$ cat config.mk
export PLATFORM = sky130hd
export DESIGN_NAME = mcfir_mac
export DESIGN_NICKNAME = d
export VERILOG_FILES = /design/src/design/mcfir_pkg.sv /design/src/design/mcfir_mac.sv
export SDC_FILE = /design/constraint.sdc
export NUM_CORES = 1
export LEC_CHECK = 0
export BUFFER_PORTS_ARGS = -buffer_cell sky130_fd_sc_hd__buf_2
export CAP_MARGIN = 15
export CORE_UTILIZATION = 55
export CTS_CLUSTER_SIZE = 8
export DETAILED_ROUTE_END_ITERATION = 10
export PLACE_DENSITY_LB_ADDON = 0.2
export SLEW_MARGIN = 40
export SYNTH_ARGS = -nofsm -noshare
export SYNTH_HDL_FRONTEND = slang
export SYNTH_SLANG_ARGS = --single-unit
$ cat constraint.sdc
create_clock -name clk -period 4.1 [get_ports clk]
set_input_delay 0.41 -clock clk [delete_from_list [all_inputs] [get_ports clk]]
set_output_delay 0.41 -clock clk [all_outputs]
set_load 0.02 [all_outputs]
$ cat src/design/mcfir_pkg.sv
// mcfir_pkg: sizes, codes, shared types and the coefficient address helper
// for the multichannel fir filter bank
// depends on nothing
package mcfir_pkg;

    localparam int MAX_TAPS    = 512;
    localparam int MAX_FILTERS = 16;
    localparam int MAX_RESULTS = 16;
    localparam int NF_CAP      = (MAX_FILTERS < MAX_RESULTS) ? MAX_FILTERS : MAX_RESULTS;

    localparam int TAP_W      = $clog2(MAX_TAPS);
    localparam int FILT_W     = (MAX_FILTERS > 1) ? $clog2(MAX_FILTERS) : 1;
    localparam int COEF_DEPTH = MAX_TAPS * MAX_FILTERS;
    localparam int COEF_AW    = $clog2(COEF_DEPTH);

    localparam int SAMPLE_W = 16;
    localparam int PROD_W   = 2 * SAMPLE_W;
    localparam int ACC_W    = PROD_W + TAP_W;
    localparam int VALUE_W  = 40;
    localparam int EXT_W    = (ACC_W > VALUE_W + 1) ? ACC_W : VALUE_W + 1;
    localparam int SEEN_W   = 10;
    localparam int SHIFT_W  = 5;

    localparam int CFG_IDX_W  = 3;
    localparam int CFG_DATA_W = 10;

    localparam logic [CFG_IDX_W-1:0] CFG_TAPS         = 3'd0;
    localparam logic [CFG_IDX_W-1:0] CFG_FILTERS      = 3'd1;
    localparam logic [CFG_IDX_W-1:0] CFG_ZERO_HISTORY = 3'd2;
    localparam logic [CFG_IDX_W-1:0] CFG_OUTPUT_SHORT = 3'd3;
    localparam logic [CFG_IDX_W-1:0] CFG_RESULT_SHIFT = 3'd4;

    localparam logic FUNC_SAMPLE = 1'b0;
    localparam logic FUNC_COEF   = 1'b1;

    typedef struct packed {
        logic clear;
        logic valid;
    } mac_ctl_t;

    typedef struct packed {
        logic [VALUE_W-1:0] value;
        logic               clipped;
    } mac_result_t;

    function automatic logic [COEF_AW-1:0] coef_addr(input logic [FILT_W-1:0] f,
                                                     input logic [TAP_W-1:0]  k);
        return COEF_AW'(f) * COEF_AW'(MAX_TAPS) + COEF_AW'(k);
    endfunction

endpackage

$ cat src/design/mcfir_mac.sv
// mcfir_mac: registered multiply, accumulate, then floor shift and saturation
// of the finished dot product
// depends on mcfir_pkg
module mcfir_mac
    import mcfir_pkg::*;
(
    input  logic                       clk,
    input  logic                       rst_n,
    input  mac_ctl_t                   ctl,
    input  logic signed [SAMPLE_W-1:0] sample,
    input  logic signed [SAMPLE_W-1:0] coef,
    input  logic [SHIFT_W-1:0]         shift,
    input  logic                       short_mode,
    output logic                       busy,
    output mac_result_t                result
);

    localparam logic signed [EXT_W-1:0] SHORT_MAX = EXT_W'(32767);
    localparam logic signed [EXT_W-1:0] SHORT_MIN = -SHORT_MAX;
    localparam logic signed [EXT_W-1:0] VAL_MAX =
        EXT_W'((longint'(1) <<< (VALUE_W - 1)) - 1);
    localparam logic signed [EXT_W-1:0] VAL_MIN = -VAL_MAX - 1;

    logic signed [PROD_W-1:0] prod_reg;
    logic                     prod_valid_reg;
    logic signed [ACC_W-1:0]  acc_reg;
    logic signed [EXT_W-1:0]  acc_ext;
    logic signed [EXT_W-1:0]  shifted;
    logic signed [EXT_W-1:0]  sat;
    logic                     clip;

    always_ff @(posedge clk or negedge rst_n)
    begin
        if (!rst_n)
            prod_valid_reg <= 1'b0;
        else
            prod_valid_reg <= ctl.valid;
    end

    always_ff @(posedge clk)
    begin
        prod_reg <= sample * coef;
        if (ctl.clear)
            acc_reg <= '0;
        else if (prod_valid_reg)
            acc_reg <= acc_reg + ACC_W'(prod_reg);
    end

    always_comb
    begin
        acc_ext = EXT_W'(acc_reg);
        shifted = acc_ext >>> shift;
        sat     = shifted;
        clip    = 1'b0;
        priority if (short_mode && shifted > SHORT_MAX)
        begin
            sat  = SHORT_MAX;
            clip = 1'b1;
        end
        else if (short_mode && shifted < SHORT_MIN)
        begin
            sat  = SHORT_MIN;
            clip = 1'b1;
        end
        else if (!short_mode && shifted > VAL_MAX)
        begin
            sat  = VAL_MAX;
            clip = 1'b1;
        end
        else if (!short_mode && shifted < VAL_MIN)
        begin
            sat  = VAL_MIN;
            clip = 1'b1;
        end
    end

    assign busy           = prod_valid_reg;
    assign result.value   = sat[VALUE_W-1:0];
    assign result.clipped = clip;

endmodule

==> results by group, run 1 <==
Status
  – Status: finished with violations
  – Violated checks: setup timing

Synthesis
  – Distinct cells, synth: 83
  – Yosys reg bits: 74
  – Ys Warns: 0
  – Synthesized cell area: 0.0184 sq mm
  – Syn Area/Cell: 8.91 sq um
  – Syn Nets: 2486
  – Ys async rst share: 0.0135
  – Ys flop type: dfxtp_1
  – Sequential area share after synthesis: 0.0810
  – Post-synth EDFFs: 0
  – Synth Instances: 2059

STA
  – Relative slew slack: 0.532
  – RSZ-0062 raised after global routing: yes
  – Period utilization: 1.43
  – Final Max Tran Viols: 0
  – Fmax: 170 MHz
  – Final worst setup slack: -1.77 ns
  – Count of final setup violators: 62
  – Slew @ Worst Pin: 0.693 ns
  – Clk_skew: 0.00927 ns
  – Min Hold Slack: 0.158 ns
  – Final hold violation count: 0
  – Clock period minus worst slack: 5.87 ns

Route
  – Via count: 16.6k
  – DR WL/cell: 18.6 microns
  – Routed vias/inst: 5.69
  – Total Routed Length: 54200 microns
  – TritonRoute pass-1 iters: 5
  – 1st-iter DRT viols: 1058
  – Final ANT Viol Nets: 0
  – Remaining DRCs: 0

Flow run
  – Reported max-cap violation count: 0

Finish
  – Area delta synth->final: 32.7%
  – Finished Layout Cells: 2913
  – Storage element area: 0.00154 sq mm
  – Largest register FFs: 41
  – Layout cells sized above 1: 0.358
  – Ant diodes: 0
  – Area of the multi-input gates: 0.0162 sq mm
  – Final #Nets: 2893
  – Fill cells: 2361

Clock tree
  – Clock-pin slew on the worst setup and hold paths: 0.06 ns
  – Htree depth: 3
  – Clock buffer depth: 2
  – Clk_lat worst skew: 0.35 ns
  – CTS Buf Count: 9
  – CTS Sinks: 74
  – CTS tree: yes
  – CTS Root Cell: clkbuf_16

Placement
  – Hpwl dp: 42500 microns
  – DP Cell Count: 2842
  – Placer Congestion: 0.992
  – Port bufs: 83

Floorplan
  – Initial Util: 0.561
  – Core area: 0.0327 sq mm
  – Cell Rows: 66
  – Die Width: 185 microns
  – IO Count: 84
  – Die area: 0.0341 sq mm
  – Height of the die: 185 microns

Critical path
  – Crit path kind: input port to flop
  – Max FO, Critical Path: 8
  – Data arrival, critical path: 6.10 ns
  – R2R Path Start: acc_ext[0]
  – WP data required: 4.34 ns
  – Crit path launch: sample[15]
  – Startpoint Class: input port
  – CP Capture Type: flop

GRT
  – Largest net degree at the start of global routing: 55
  – Initial antenna violation count: 0
  – Total GRT Usage: 0.324
  – GRT overflow: 0
  – Vias in the first global route: 17.1k
  – First-pass GRT wire length: 86600 microns

Hold path
  – Worst Hold Class: input port to flop
  – Min-delay src: ctl[0]
-- synth_stat cells (all sizes together), types with 6 or more instances --
cell type / number / area [sq um]
a21o: 41 / 308
buf: 43 / 353
o21ai: 53 / 265
nor3: 21 / 105
nor4: 6 / 52.6
xor2: 24 / 210
and2: 129 / 807
nor2b: 11 / 76.3
nand2: 206 / 773
nor2: 103 / 387
xnor2: 46 / 403
o22ai: 18 / 113
a21oi: 102 / 578
dfxtp: 73 / 1460
o21a: 10 / 75.1
o31ai: 7 / 52.6
mux2i: 68 / 681
mux2: 27 / 304
fa: 263 / 5270
clkbuf: 59 / 225
and3: 7 / 43.8
a211oi: 15 / 118
nand3: 24 / 120
nand4: 7 / 43.8
inv: 354 / 1330
mux4: 62 / 1450
o211ai: 10 / 75.1
a31oi: 17 / 106
nand2b: 28 / 175
o21bai: 16 / 120
or2: 10 / 62.6
ha: 122 / 1530
-- through the flow --
stage               cell area, sq um   util  TNS, ns  worst slack, ns
floorplan                      18800      -   -23.75            -1.95
detailed placement             22000  0.673   -50.79            -2.42
global route                   24300  0.745   -35.71            -1.96
CTS                            23400  0.715   -30.54            -1.69
finish                         24300  0.745   -29.91            -1.77
global placement               22000  0.673   -50.83            -2.21
-- kinds of logic (layout without fill, tap and decap cells) --
kind of cell	count (synthesis)	count (layout)	synth area share
XOR/XNOR	70	70	0.0334
multiplexers	157	157	0.133
AO/OA/AOI/OAI	339	339	0.124
buffers and inverters	459	868	0.105
adder cells (fa/ha/maj)	385	385	0.370
AND/OR/NAND/NOR	575	578	0.154
flip-flops	74	74	0.0810
-- what timing repair did --
action,in CTS,in global routing
cloned,4,2
hold buffers,1,0
endpoints found under the hold margin,1,0
setup buffers,32,28
gates resized for setup,267,195
endpoints found under the setup margin,64,65
pin swaps,72,90
-- final timing paths --
check | end | slack, ns | cells past startpoint
setup / recovery | prod_reg[31] | -1.77 | 22
hold / removal | busy | 0.16 | 1
setup reg to reg | acc_ext[40] | 0.31 | 14
hold reg to reg | acc_ext[17] | 0.55 | 2
max in group asynchronous | busy | 3.65 | 2
min in group asynchronous | busy | 0.35 | 2
-- area by class of cell --
type	count	area share
Inverter	356	0.0551
Clock buffer	11	0.0104
Sequential cell	74	0.0634
Tap cell	442	0.0227
Timing Repair Buffer	496	0.181
Clock inverter	5	0.00216
Multi-Input combinational cell	1529	0.665
-- placed cells by master (no fill, tap or decap), drive strengths merged, types with 21 or more instances in the layout --
master,Yosys,routed
nor3,21,21
nand2b,28,28
a21oi,102,102
mux2,27,27
and2,129,129
nand3,24,24
xnor2,46,46
inv,354,354
xor2,24,24
fa,263,263
buf,43,490
o21ai,53,53
mux4,62,62
mux2i,68,68
ha,122,122
dfxtp,73,73
a21o,41,41
nand2,206,206
nor2,103,103
-- critical path: stages --
cell and delay [ns]:
buf_12 0.13, nand2_4 0.07, inv_2 0.04, fa_2 0.62, buf_6 0.11, fa_2 0.47, buf_4 0.17, buf_4 0.16
fa_1 0.51, fa_1 0.45, fa_1 0.54, inv_1 0.05, fa_1 0.52, inv_1 0.04, ha_1 0.30, a21o_1 0.19
a21o_1 0.18, or3_4 0.35, a211oi_4 0.28, nor2_2 0.09, a311oi_2 0.31, xnor2_1 0.11
-- layer usage --
| metal | up-vias | global-route usage | wire length (microns) |
|---|---|---|---|
| met1 | 8306 | 0.449 | 23800 |
| met4 | 0 | 0.0774 | 1130 |
| li1 | 7606 | - | - |
| met5 | - | 0 | 0 |
| met2 | 573 | 0.536 | 26100 |
| met3 | 84 | 0.0482 | 3220 |
Power of run 1 is left out: the tool's default activity adds up to more than one toggle a clock period on the data nets, which glitch-free logic cannot reach.
==> run 2, diff against run 1 <==
--- a/config.mk
+++ b/config.mk
@@ -7,9 +7,11 @@
 export LEC_CHECK = 0
 export BUFFER_PORTS_ARGS = -buffer_cell sky130_fd_sc_hd__buf_2
 export CAP_MARGIN = 15
-export CORE_UTILIZATION = 55
+export CORE_MARGIN = 4
+export CORE_UTILIZATION = 38
 export CTS_CLUSTER_SIZE = 8
 export DETAILED_ROUTE_END_ITERATION = 10
+export GPL_TIMING_DRIVEN = 0
 export PLACE_DENSITY_LB_ADDON = 0.2
 export SLEW_MARGIN = 40
 export SYNTH_ARGS = -nofsm -noshare
==> run 2 against run 1 <==
Against the previous run:
- the run still ends with setup timing left
- clock skew down 0.00077 ns
- wire length up 8.2%
- register-to-register slack worse by 0.06 ns
- worst setup slack worse by 0.15 ns
- sequential cell count unchanged
- critical path type unchanged
==> results by group, run 2 (synthesized netlist as in run 1, its figures left out) <==
Status
  – Status: finished with violations (unchanged)
  – Violated checks: setup timing (unchanged)

Hold path
  – Worst Hold End: busy (unchanged)
  – Min-delay src: ctl[0] (unchanged)
  – Worst Hold Class: input port to flop (unchanged)
  – Worst Hold Depth: 1 (unchanged)

STA
  – Slew @ Worst Pin: 0.839 ns (was 0.693 ns)
  – Clk_skew: 0.00850 ns (was 0.00927 ns)
  – Period utilization: 1.47 (was 1.43)
  – Final worst setup slack: -1.92 ns (was -1.77 ns)
  – Final Max Tran Viols: 0 (unchanged)
  – Clock period minus worst slack: 6.02 ns (was 5.87 ns)
  – Count of final setup violators: 63 (was 62)
  – Final hold violation count: 0 (unchanged)
  – Relative slew slack: 0.441 (was 0.532)
  – Fmax: 166 MHz (was 170 MHz)
  – RSZ-0062 raised after global routing: yes (unchanged)

Finish
  – Commonest non-fill, non-tap cell in the layout: inv_1 (was buf_4)
  – Final #Nets: 2664 (was 2893)
  – Area delta synth->final: 22.4% (was 32.7%)
  – Finished Layout Cells: 2857 (was 2913)
  – Largest register FFs: 41 (unchanged)
  – Layout cells sized above 1: 0.258 (was 0.358)
  – Most frequent cells in the layout: 319 x inv_1, 245 x fa_1, 192 x nand2_1 (was 361 x buf_4, 316 x inv_1, 247 x fa_1)
  – Ant diodes: 0 (unchanged)

Critical path
  – CP Capture Type: flop (unchanged)
  – Data arrival, critical path: 6.23 ns (was 6.10 ns)
  – Crit path kind: input port to flop (unchanged)
  – Worst R2R End: acc_ext[40] (unchanged)
  – R2r worst-path depth: 13 (was 14)
  – WP data required: 4.31 ns (was 4.34 ns)
  – Startpoint Class: input port (unchanged)
  – R2R Path Start: acc_ext[0] (unchanged)
  – Max FO, Critical Path: 5 (was 8)
  – R2R setup slack: 0.25 ns (was 0.31 ns)

Clock tree
  – CTS Root Cell: clkbuf_16 (unchanged)
  – Clock-pin slew on the worst setup and hold paths: 0.06 ns (about the same)
  – Clk_lat worst skew: 0.35 ns (about the same)
  – Clock buffer depth: 2 (unchanged)
  – CTS Buf Count: 9 (unchanged)
  – CTS Sinks: 74 (unchanged)
  – Htree depth: 3 (unchanged)
  – CTS tree: yes (unchanged)

Floorplan
  – Die area: 0.0519 sq mm (was 0.0341 sq mm)
  – Cell Rows: 80 (was 66)
  – Height of the die: 228 microns (was 185 microns)
  – Die Width: 228 microns (was 185 microns)
  – IO Count: 84 (unchanged)
  – Initial Util: 0.384 (was 0.561)
  – Core area: 0.0477 sq mm (was 0.0327 sq mm)

Route
  – DR WL/cell: 20.5 microns (was 18.6 microns)
  – Routed vias/inst: 5.51 (was 5.69)
  – Via count: 15.7k (was 16.6k)
  – Final ANT Viol Nets: 0 (unchanged)
  – TritonRoute pass-1 iters: 5 (unchanged)
  – Remaining DRCs: 0 (unchanged)
  – 1st-iter DRT viols: 1100 (was 1058)
  – Total Routed Length: 58700 microns (was 54200 microns)

Flow run
  – Reported max-cap violation count: 0 (unchanged)

Placement
  – DP Cell Count: 2752 (was 2842)
  – Port bufs: 78 (was 83)
  – Hpwl dp: 47000 microns (was 42500 microns)
  – Placer Congestion: 0.964 (was 0.992)

GRT
  – Total GRT Usage: 0.228 (was 0.324)
  – Initial antenna violation count: 4 (was 0)
  – Met1 Track Usage GR: 0.324 (was 0.449)
  – Gr busiest metal: met2 (unchanged)
  – Largest net degree at the start of global routing: 15 (was 55)
  – Met2 Resource Use GR: 0.369 (was 0.536)
  – M3 GR Usage: 0.0385 (was 0.0482)
  – GRT overflow: 0 (unchanged)
  – First-pass GRT wire length: 95000 microns (was 86600 microns)
  – Vias in the first global route: 16.8k (was 17.1k)
run 2: cell types whose count changed in the layout (fill, tap and decap cells not counted), sizes merged:
cell         previous run  this run
clkinv                  5         4
nor2b                  14        11
dlygate4sd1             0         1
inv                   354       356
clkbuf                 16        69
buf                   490       209
run 2: area by class of cell:
| class | instances | area [sq um] |
|---|---|---|
| buffer | 103 | 1250 |
| clock buffer | 10 | 239 |
| clock inverter | 6 | 72.6 |
| fill | 4580 | 25300 |
| inverter | 356 | 1350 |
| multi-input combinational | 1526 | 15800 |
| sequential | 74 | 1520 |
| tap | 615 | 769 |
| timing repair buffer | 167 | 1460 |
run 2: repair_timing:
action / in CTS / in global routing
endpoints found under the setup margin: 65 / 67
cloned: 3 / 0
endpoints found under the hold margin: 1 / 0
pin swaps: 78 / 58
setup buffers: 68 / 26
hold buffers: 1 / 0
resized for setup: 293 / 86
run 2: stage by stage:
stage	util	worst slack, ns	hold slack [ns]	area (sq um)	TNS, ns
final	0.471	-1.92	0.168	22500	-44.03
after global routing	0.471	-2.13	0.172	22500	-52.43
after CTS	0.462	-1.89	0.159	22100	-40.38
after detailed placement	0.419	-2.88	0.187	20000	-86.30
after global placement	0.418	-2.90	0.185	20000	-86.26
after floorplan	-	-1.95	0.114	18800	-23.75
run 2: how the worst max path moves through the flow:
stage	end	start	depth (start not counted)
after CTS	prod_reg[31]	sample[15]	23
after global placement	prod_reg[31]	sample[14]	23
after global routing	prod_reg[31]	sample[15]	25
after detailed placement	prod_reg[31]	sample[14]	23
after floorplan	prod_reg[31]	sample[15]	22
final	prod_reg[31]	sample[15]	25
run 2: critical path: stages:
cell and delay (ns):
buf_12 0.12, clkbuf_16 0.17, nand2_4 0.08, inv_2 0.03, fa_2 0.60, inv_4 0.07
fa_2 0.53, inv_2 0.04, fa_2 0.54, fa_2 0.44, fa_1 0.49, inv_1 0.05
fa_1 0.49, inv_2 0.05, ha_4 0.15, a21o_1 0.18, a21o_1 0.15, a21o_1 0.15
a21o_1 0.15, a21o_1 0.18, or3_4 0.34, a211oi_4 0.29, nor2_4 0.09, a311oi_2 0.32
xnor2_2 0.12
run 2: per-layer routing:
layer,up-vias,part of all wire
met3,81,0.064
li1,7145,-
met4,2,0.020
met2,484,0.46
met5,-,0.00022
met1,8021,0.46
Power of run 2 is left out for the same reason.
==> run 3, diff against run 2 <==
--- a/config.mk
+++ b/config.mk
@@ -5,7 +5,7 @@
 export SDC_FILE = /design/constraint.sdc
 export NUM_CORES = 1
 export LEC_CHECK = 0
-export BUFFER_PORTS_ARGS = -buffer_cell sky130_fd_sc_hd__buf_2
+export BUFFER_PORTS_ARGS = -buffer_cell sky130_fd_sc_hd__clkbuf_2
 export CAP_MARGIN = 15
 export CORE_MARGIN = 4
 export CORE_UTILIZATION = 38
==> run 3 against run 2 <==
Against the previous run:
- the run still ends with setup timing left
- worst hold slack worse by 0.0017 ns
- utilization is 1.0 points lower
- fmax is 1.8% lower
- count of clock-buffer cells in the layout stayed put
- global-route usage is 0.35 points lower
- wire length is 1.6% lower
- via count is 0.93% lower
- worst setup slack worse by 0.11 ns
- clock skew is 0.0017 ns higher
- sequential cell count stayed put
- die area stayed put
- final area is 2.1% lower
==> results by group, run 3 (synthesized netlist as in run 1, its figures left out) <==
Status
  – Status: finished with violations (unchanged)
  – Violated checks: setup timing (unchanged)

Floorplan
  – Height of the die: 228 microns (unchanged)
  – Initial Util: 0.384 (unchanged)
  – Die Width: 228 microns (unchanged)
  – Core area: 0.0477 sq mm (unchanged)
  – Cell Rows: 80 (unchanged)
  – IO Count: 84 (unchanged)
  – Die area: 0.0519 sq mm (unchanged)

Placement
  – Port bufs: 78 (unchanged)
  – Hpwl dp: 47200 microns (was 47000 microns)
  – Placer Congestion: 0.978 (was 0.964)
  – DP Cell Count: 2752 (unchanged)

Hold path
  – Worst Hold Depth: 1 (unchanged)
  – Worst Hold Class: input port to flop (unchanged)

GRT
  – Vias in the first global route: 16.3k (was 16.8k)
  – Largest net degree at the start of global routing: 14 (was 15)
  – Total GRT Usage: 0.224 (was 0.228)
  – First-pass GRT wire length: 92800 microns (was 95000 microns)
  – Initial antenna violation count: 1 (was 4)
  – GRT overflow: 0 (unchanged)

Finish
  – Final Util: 0.461 (was 0.471)
  – Area of the multi-input gates: 0.0157 sq mm (was 0.0158 sq mm)
  – Commonest non-fill, non-tap cell in the layout: inv_1 (unchanged)
  – Storage element area: 0.00154 sq mm (was 0.00152 sq mm)
  – Ant diodes: 0 (unchanged)
  – Area delta synth->final: 19.8% (was 22.4%)
  – Fill cells: 4608 (was 4580)
  – Layout cells sized above 1: 0.246 (was 0.258)
  – Largest register FFs: 41 (unchanged)
  – Finished Layout Cells: 2836 (was 2857)
  – Most frequent cells in the layout: 330 x inv_1, 249 x fa_1, 190 x nand2_1 (was 319 x inv_1, 245 x fa_1, 192 x nand2_1)
  – Final #Nets: 2643 (was 2664)

STA
  – Relative slew slack: 0.406 (was 0.441)
  – Count of final setup violators: 63 (unchanged)
  – Setup TNS: -42.58 ns (was -44.03 ns)
  – Final Max Tran Viols: 0 (unchanged)
  – Fmax: 163 MHz (was 166 MHz)
  – Final worst setup slack: -2.03 ns (was -1.92 ns)
  – Clk_skew: 0.0102 ns (was 0.00850 ns)
  – Clock period minus worst slack: 6.13 ns (was 6.02 ns)
  – RSZ-0062 raised after global routing: yes (unchanged)
  – Final hold violation count: 0 (unchanged)
  – Slew @ Worst Pin: 0.891 ns (was 0.839 ns)
  – Period utilization: 1.49 (was 1.47)
  – Min Hold Slack: 0.166 ns (was 0.168 ns)

Clock tree
  – Clock buffer depth: 2 (unchanged)
  – Htree depth: 3 (unchanged)
  – CTS Root Cell: clkbuf_16 (unchanged)
  – Clock-pin slew on the worst setup and hold paths: 0.06 ns (about the same)
  – CTS Buf Count: 9 (unchanged)
  – Clk_lat worst skew: 0.35 ns (about the same)
  – CTS tree: yes (unchanged)
  – CTS Sinks: 74 (unchanged)

Critical path
  – R2R setup slack: 0.18 ns (was 0.25 ns)
  – Startpoint Class: input port (unchanged)
  – Worst R2R End: acc_ext[40] (unchanged)
  – R2R Path Start: prod_reg[0] (was acc_ext[0])
  – CP Capture Point: prod_reg[31] (unchanged)
  – CP Capture Type: flop (unchanged)
  – Crit path launch: sample[15] (unchanged)
  – Data arrival, critical path: 6.33 ns (was 6.23 ns)
  – Max FO, Critical Path: 6 (was 5)
  – R2r worst-path depth: 13 (unchanged)
  – Crit path kind: input port to flop (unchanged)
  – WP data required: 4.30 ns (was 4.31 ns)

Route
  – DR WL/cell: 20.4 microns (was 20.5 microns)
  – Total Routed Length: 57800 microns (was 58700 microns)
  – 1st-iter DRT viols: 1187 (was 1100)
  – Final ANT Viol Nets: 0 (unchanged)
  – TritonRoute pass-1 iters: 5 (unchanged)
  – Routed vias/inst: 5.50 (was 5.51)
  – Remaining DRCs: 0 (unchanged)
  – Via count: 15.6k (was 15.7k)

Flow run
  – Reported max-cap violation count: 0 (unchanged)
==> run 3: cell count changes in the layout (fill, tap and decap cells not counted), moves of 12 or more <==
cell	change
buf_6	-13
clkbuf_16	-14
buf_4	-20
clkbuf_4	+12
buf_12	-13
buf_2	-47
buf_8	+13
clkbuf_2	+49
==> run 3: per-stage QoR <==
stage          setup WS, ns  instance area [sq um]
6_report              -2.03                  22000
5_1_grt               -2.21                  22000
4_1_cts               -1.99                  21600
3_5_place_dp          -2.96                  20000
3_3_place_gp          -2.95                  20000
2_1_floorplan         -1.95                  18800
==> run 3: per-layer routing <==
layer	GRT usage	wire length [microns]	up-vias
met5	0	0	-
met4	0.0387	818	0
met2	0.367	27000	404
met1	0.319	26400	8015
li1	-	-	7118
met3	0.0392	3600	49
==> run 3: worst max-delay path, stage by stage <==
cell and delay [ns]:
clkbuf_16 0.11, clkbuf_16 0.15, buf_8 0.12, nand2_4 0.06
fa_2 0.60, inv_2 0.05, fa_2 0.63, fa_1 0.46
fa_1 0.46, fa_1 0.52, inv_1 0.05, fa_1 0.49
inv_2 0.04, ha_4 0.21, a21o_1 0.16, a21o_1 0.16
a21o_1 0.15, a21o_1 0.15, a21o_1 0.19, or3_4 0.35
a211oi_4 0.28, nor2_2 0.11, a311oi_2 0.32, xnor2_2 0.12
==> run 3: worst min path at each step <==
stage	startpoint	endpoint	slack (ns)
6_report	ctl[0]	busy	0.17
5_1_grt	ctl[0]	busy	0.17
4_1_cts	ctl[0]	busy	0.16
3_5_place_dp	rst_n	busy	0.19
3_3_place_gp	rst_n	busy	0.18
2_1_floorplan	rst_n	busy	0.11
==> run 3: repair_timing <==
action,in CTS,in global routing
hold endpoints to repair,1,0
pin swaps,57,58
gates resized for setup,237,97
gates cloned,2,1
hold buffers,1,0
setup endpoints to repair,65,65
setup buffers,46,26
==> run 3: cell type report <==
class	count	share of cell area
multi-input combinational	1526	0.716
timing repair buffer	146	0.0525
inverter	356	0.0610
sequential	74	0.0699
buffer	103	0.0504
clock buffer	10	0.0104
clock inverter	6	0.00518
tap	615	0.0350
Power of run 3 is left out for the same reason.
